### config.mk
export PLATFORM = sky130hd
export DESIGN_NAME = crmt_match
export DESIGN_NICKNAME = d
export VERILOG_FILES = /design/src/crmt_pkg.sv /design/src/crmt_match.sv
export SDC_FILE = /design/constraint.sdc
export NUM_CORES = 1
export LEC_CHECK = 0
export CORE_MARGIN = 3
export CORE_UTILIZATION = 40
export DETAILED_ROUTE_END_ITERATION = 10
export DONT_BUFFER_PORTS = 1
export PLACE_DENSITY = 0.59
export SYNTH_ARGS = -nofsm -noshare
export SYNTH_HDL_FRONTEND = slang
export SYNTH_SLANG_ARGS = --single-unit
export TNS_END_PERCENT = 50
### constraint.sdc
create_clock -name vclk -period 10.02
set_input_delay 1.002 -clock vclk [all_inputs]
set_output_delay 1.002 -clock vclk [all_outputs]
set_load 0.005 [all_outputs]
### src/crmt_pkg.sv
// Package for chained_range_map_translate: sizes, command codes, FSM states, entry types.
// No dependencies.
package crmt_pkg;

	localparam int STAGES  = 7;
	localparam int ENTRIES = 64;
	localparam int DEPTH   = STAGES * ENTRIES;

	localparam int TBL_AW  = (DEPTH > 1) ? $clog2(DEPTH) : 1;
	localparam int SLOT_CW = (ENTRIES > 1) ? $clog2(ENTRIES) : 1;
	localparam int STG_CW  = (STAGES > 1) ? $clog2(STAGES) : 1;

	typedef enum logic [1:0] {
		CMD_WRITE     = 2'd0,
		CMD_TRANSLATE = 2'd1,
		CMD_CLEAR     = 2'd2,
		CMD_NONE      = 2'd3
	} cmd_t;

	typedef enum logic [2:0] {
		ST_INIT,
		ST_IDLE,
		ST_FETCH,
		ST_EVAL
	} state_t;

	typedef struct packed {
		logic [31:0] dest;
		logic [31:0] src;
		logic [31:0] len;
	} entry_t;

	typedef struct packed {
		logic        hit;    // value falls in this entry's source range
		logic        stop;   // zero length: end of the stage
		logic [31:0] value;  // translated value when hit
	} match_t;

endpackage

### src/crmt_match.sv
// Shared range-match unit: one subtract, one compare, one add per entry.
// Depends on crmt_pkg.
module crmt_match import crmt_pkg::*; (
	input  logic [31:0] value,
	input  entry_t      entry,
	output match_t      result
);

	logic        borrow;
	logic [31:0] offset;

	// borrow set means value < src
	assign {borrow, offset} = {1'b0, value} - {1'b0, entry.src};

	always_comb begin
		result.stop  = (entry.len == 32'd0);
		result.hit   = !borrow && (offset < entry.len);
		result.value = entry.dest + offset;
	end

endmodule

==> impl_metrics.csv, run 1 <==
group,metric,value,unit
timing,clock.fmax,0.1619,GHz
timing,finalSetupViolations,0,
logic_synthesis,ys_seq_area_frac,0,
place,place_hpwl,11000,microns
die,die_h,107.0,microns
layout,final_area,4220,sq um
global_routing,grt_usage,0.2031,
logic_synthesis,syn_nets,800,
pwr,peakVddDrop,0.04035,mV
die,dieArea,11440,sq um
pwr,p_leak,2.073,nW
flow_run,cap_viol_max_count,0,
timing,slew_headroom,0.6764,
die,ioPinCount,162,
place,port_buffers,0,
clock_network,hold_buffers,0,
timing,fin_ws,3.844,ns
layout,seq_cells,0,
logic_synthesis,yosysTopAreaCellShare,0.2884,
place,place_area,4220,sq um
layout,n_fill_cell,1048,
global_routing,grt_max_degree,9,
worst_setup_path,startpoint_type,"primary input",
layout,drive_gt1_frac,0.03678,
place,gp_congestion,0.9175,
global_routing,grt_pass1_wl,19330,microns
drt,drtIter0Drc,151,
worst_setup_path,path_class,"primary input to primary output",
layout,synthToLayoutAreaGrowth,3.498,%
timing,grt_setup_unrepaired,"no",
drt,post_drt_wl_per_cell,17.20,microns
drt,dr.pass1.iters,4,
die,initial_core_util,0.4134,
place,post-place-ws,3.927,ns
global_routing,grt_pass1_vias,4045,
logic_synthesis,syn-mean-instance-area,7.079,sq um
drt,avgViaCountPerCell,5.876,
pwr,report.power.total,495.3,uW
worst_hold_path,hold_depth,1,
timing,min_period,6.176,ns
global_routing,gr-total-overflow,0,
logic_synthesis,syn_area,4078,sq um
timing,slew_violations,0,
clock_network,post_cts_buffers,0,
pwr,power_density,117.4,nW/um^2
place,placed_cells,704,
layout,post-route-util,0.4278,
logic_synthesis,synth_top_area_cell,"ha_1",
timing,fin_tns_setup,0,ns
worst_setup_path,crit_path_end_kind,"primary output",
worst_setup_path,worstPathArrival,5.17,ns
layout,register_area,0,sq um
logic_synthesis,synthCells,576,
drt,drtAntennaViolNets,0,
outcome,status,"completed",
die,coreArea,9864,sq um
logic_synthesis,yosys-top-cells-area,"ha_1 (29%), a21oi_1 (7.6%), xnor2_1 (7.3%), inv_1 (6.8%), a21o_1 (4.1%)",
die,die_w,107.0,microns
layout,fin_cells,704,
timing,whs,2.127,ns
global_routing,grt_antenna_before_repair,0,
die,std_cell_rows,36,
timing,period_share,0.6163,
worst_setup_path,critPathMaxFanout,5,
worst_setup_path,cp.required,9.02,ns
timing,tightest_slew,0.4803,ns
drt,dr_total_vias,4137,
drt,totalWireLength,12110,microns
worst_hold_path,hold_path_class,"primary input to primary output",
drt,route.detailed.drc,0,
clock_network,post_cts_resized,0,
logic_synthesis,ys_warn_count,0,
layout,nets,797,
layout,multi_input_area,3776,sq um
layout,diodes,0,
timing,final-hold-violation-count,0,
logic_synthesis,synth.distinct_cells,66,
layout,clockBufferCount,0,
-- where the power goes --
group,leakage (nW),internal (mW),switching (mW)
combinational,2.07,0.205,0.291
clock,0,0,0
sequential,0,0,0
total,2.07,0.205,0.291
-- worst max-delay path: stages --
cell      delay (ns)
inv_1           0.03
ha_1            0.16
inv_1           0.06
fa_1            0.42
a21oi_1         0.24
o21ai_2         0.12
a21oi_2         0.22
o21ai_1         0.13
a21o_1          0.20
a41o_1          0.26
o41ai_2         0.24
xnor2_1         0.17
ha_1            0.40
nand4_1         0.14
nor3_1          0.27
o311ai_0        0.21
nand4_1         0.22
a31oi_1         0.14
o21bai_1        0.16
a21oi_1         0.10
xnor2_1         0.26
-- final timing paths --
kind / end / slack [ns] / from
worst max-delay path: result[25] / 3.84 / value[0]
worst min-delay path: result[0] / 2.13 / entry[64]
-- metal layers --
layer	global-route usage	up-vias	routed length [microns]
li1	-	2110	-
met1	0.2848	1878	5729
met2	0.3255	131	5254
met3	0.04154	18	893
met4	0.03379	0	230
met5	0	-	0
-- placed cells by master, fill, tap and decap left out, types with 5 or more instances in the layout --
cell type  instances
nor2_1            43
inv_1             74
o21a_1            16
o21ai_0           32
a21o_1            22
nor2b_1            5
o21bai_1           5
o211ai_1           7
xnor2_1           34
xor2_1            18
nor3_1            10
o31ai_1            5
nand3_1            7
nor4_1             9
nand4_1           12
a211oi_1          13
a21oi_1           62
ha_1              94
nand2_1           38
-- final cells by class --
cell class                      count  share of cell area
Tap cell                          133             0.03943
Inverter                           74             0.06582
Multi-Input combinational cell    497              0.8948
-- cells in the mapped netlist, types with 3 or more instances --
cell	instances
a211oi_1	13
a21boi_0	3
a21o_1	22
a21oi_1	62
a21oi_2	3
a31oi_1	3
clkbuf_1	3
ha_1	94
inv_1	74
nand2_1	38
nand2b_1	3
nand3_1	7
nand4_1	12
nor2_1	43
nor2b_1	5
nor3_1	10
nor4_1	9
o211ai_1	7
o21a_1	16
o21ai_0	32
o21bai_1	5
o311ai_0	3
o31a_1	3
o31ai_1	5
xnor2_1	34
xor2_1	18
-- logic make-up (layout without fill, tap and decap cells) --
family,after synthesis,after routing,share of synthesized area
fa+ha+maj,96,96,0.2983
mux,2,2,0.004910
xor+xnor,53,53,0.1172
buf+inv,79,74,0.07395
compound gates,204,204,0.3385
simple gates,142,142,0.1672
No activity file was read; power rests on OpenSTA's default activity.
==> inputs of run 2 (changes only) <==
clock period = 6 ns   (was 10.02 ns; I/O delays follow)
==> run 2 against run 1 <==
Net effect: sequential share of layout area is the same; total power up 67%; sequential cell count unchanged; critical endpoint unchanged; largest power group unchanged.
==> impl_metrics.csv, run 2 (same netlist as run 1, synthesis figures left out) <==
group,metric,value,unit
outcome,status,"completed",
place,port_buffers,0,
die,initial_core_util,0.4134,
timing,fin_tns_setup,0,ns
pwr,pwr-share-clk,0,
pwr,peakVddDrop,0.06731,mV
die,std_cell_rows,36,
die,coreArea,9864,sq um
layout,register_area,0,sq um
worst_hold_path,hold_path_class,"primary input to primary output",
timing,tightest_slew,0.4789,ns
pwr,power.internal,341.4,uW
global_routing,gr-total-overflow,0,
global_routing,grt_max_degree,9,
drt,dr.pass1.iters,4,
global_routing,grt_pass1_vias,4047,
layout,drive_gt1_frac,0.03678,
timing,min_period,5.369,ns
layout,final_area,4220,sq um
global_routing,grt_pass1_wl,19320,microns
place,post-place-ws,0.7131,ns
place,placed_cells,704,
drt,drtIter0Drc,172,
layout,synthToLayoutAreaGrowth,3.498,%
clock_network,post_cts_resized,0,
timing,slew_violations,0,
timing,final-hold-violation-count,0,
worst_setup_path,critPathMaxFanout,5,
pwr,p_switching,484.8,uW
pwr,power_density,195.8,nW/um^2
die,die_h,107.0,microns
global_routing,grt_usage,0.2028,
place,gp_congestion,0.9175,
layout,diodes,0,
layout,seq_cells,0,
timing,fin_ws,0.6312,ns
worst_setup_path,crit_path_end_kind,"primary output",
timing,slew_headroom,0.6774,
place,place_hpwl,11010,microns
pwr,comb_power_share,1.000,
drt,post_drt_wl_per_cell,17.13,microns
layout,nets,797,
pwr,switching_share,0.5867,
worst_setup_path,cp.required,5.40,ns
worst_setup_path,path_class,"primary input to primary output",
timing,clock.fmax,0.1863,GHz
clock_network,post_cts_buffers,0,
pwr,p_leak,2.073,nW
worst_setup_path,worstPathArrival,4.77,ns
layout,post-route-util,0.4278,
die,ioPinCount,162,
pwr,report.power.total,826.2,uW
layout,fin_cells,704,
pwr,pwr-share-seq,0,
global_routing,grt_antenna_before_repair,0,
place,place_area,4220,sq um
worst_setup_path,startpoint_type,"primary input",
layout,layout_commonest_cell,"ha_1",
clock_network,hold_buffers,0,
timing,finalSetupViolations,0,
timing,grt_setup_unrepaired,"no",
timing,whs,1.323,ns
drt,avgViaCountPerCell,5.831,
timing,period_share,0.8948,
layout,final_cell_mix,"ha_1 (94), inv_1 (74), a21oi_1 (62)",
layout,clockBufferCount,0,
flow_run,cap_viol_max_count,0,
drt,dr_total_vias,4105,
drt,drtAntennaViolNets,0,
drt,route.detailed.drc,0,
die,die_w,107.0,microns
drt,totalWireLength,12060,microns
die,dieArea,11440,sq um
[run 2: cell counts in the layout (fill, tap and decap cells not counted)]
Identical to the previous run, type by type.
[run 2: layer usage]
metal,up-vias,routed length (microns),global-route usage
met5,-,0,0
met4,0,226,0.03379
met3,16,961,0.04214
met2,126,5219,0.3260
met1,1857,5655,0.2834
li1,2106,-,-
[run 2: path summary, 6_finish.rpt]
kind	slack, ns	startpoint	depth (start not counted)	endpoint
hold / removal	1.32	entry[64]	1	result[0]
setup / recovery	0.63	value[0]	21	result[25]
[run 2: power by group through the flow]
stage | Sequential, mW | Combinational, mW | Clock, mW
3_5_place_dp | 0 | 0.821 | 0
3_3_place_gp | 0 | 0.810 | 0
4_1_cts | 0 | 0.825 | 0
2_1_floorplan | 0 | 0.660 | 0
6_report | 0 | 0.826 | 0
5_1_grt | 0 | 0.934 | 0
[run 2: critical path, cell delays in order]
cell,delay [ns]
inv_1,0.03
ha_1,0.16
inv_1,0.06
fa_1,0.42
a21oi_1,0.24
o21ai_2,0.12
a21oi_2,0.22
o21ai_1,0.12
a21o_1,0.20
a41o_1,0.26
o41ai_2,0.24
xnor2_1,0.17
ha_1,0.40
nand4_1,0.14
nor3_1,0.27
o311ai_0,0.22
nand4_1,0.22
a31oi_1,0.14
o21bai_1,0.17
a21oi_1,0.10
xnor2_1,0.26
[run 2: final cells by class]
class                      count  area (sq um)
multi-input combinational    497          3776
tap                          133         166.4
fill                        1045          5644
inverter                      74         277.8
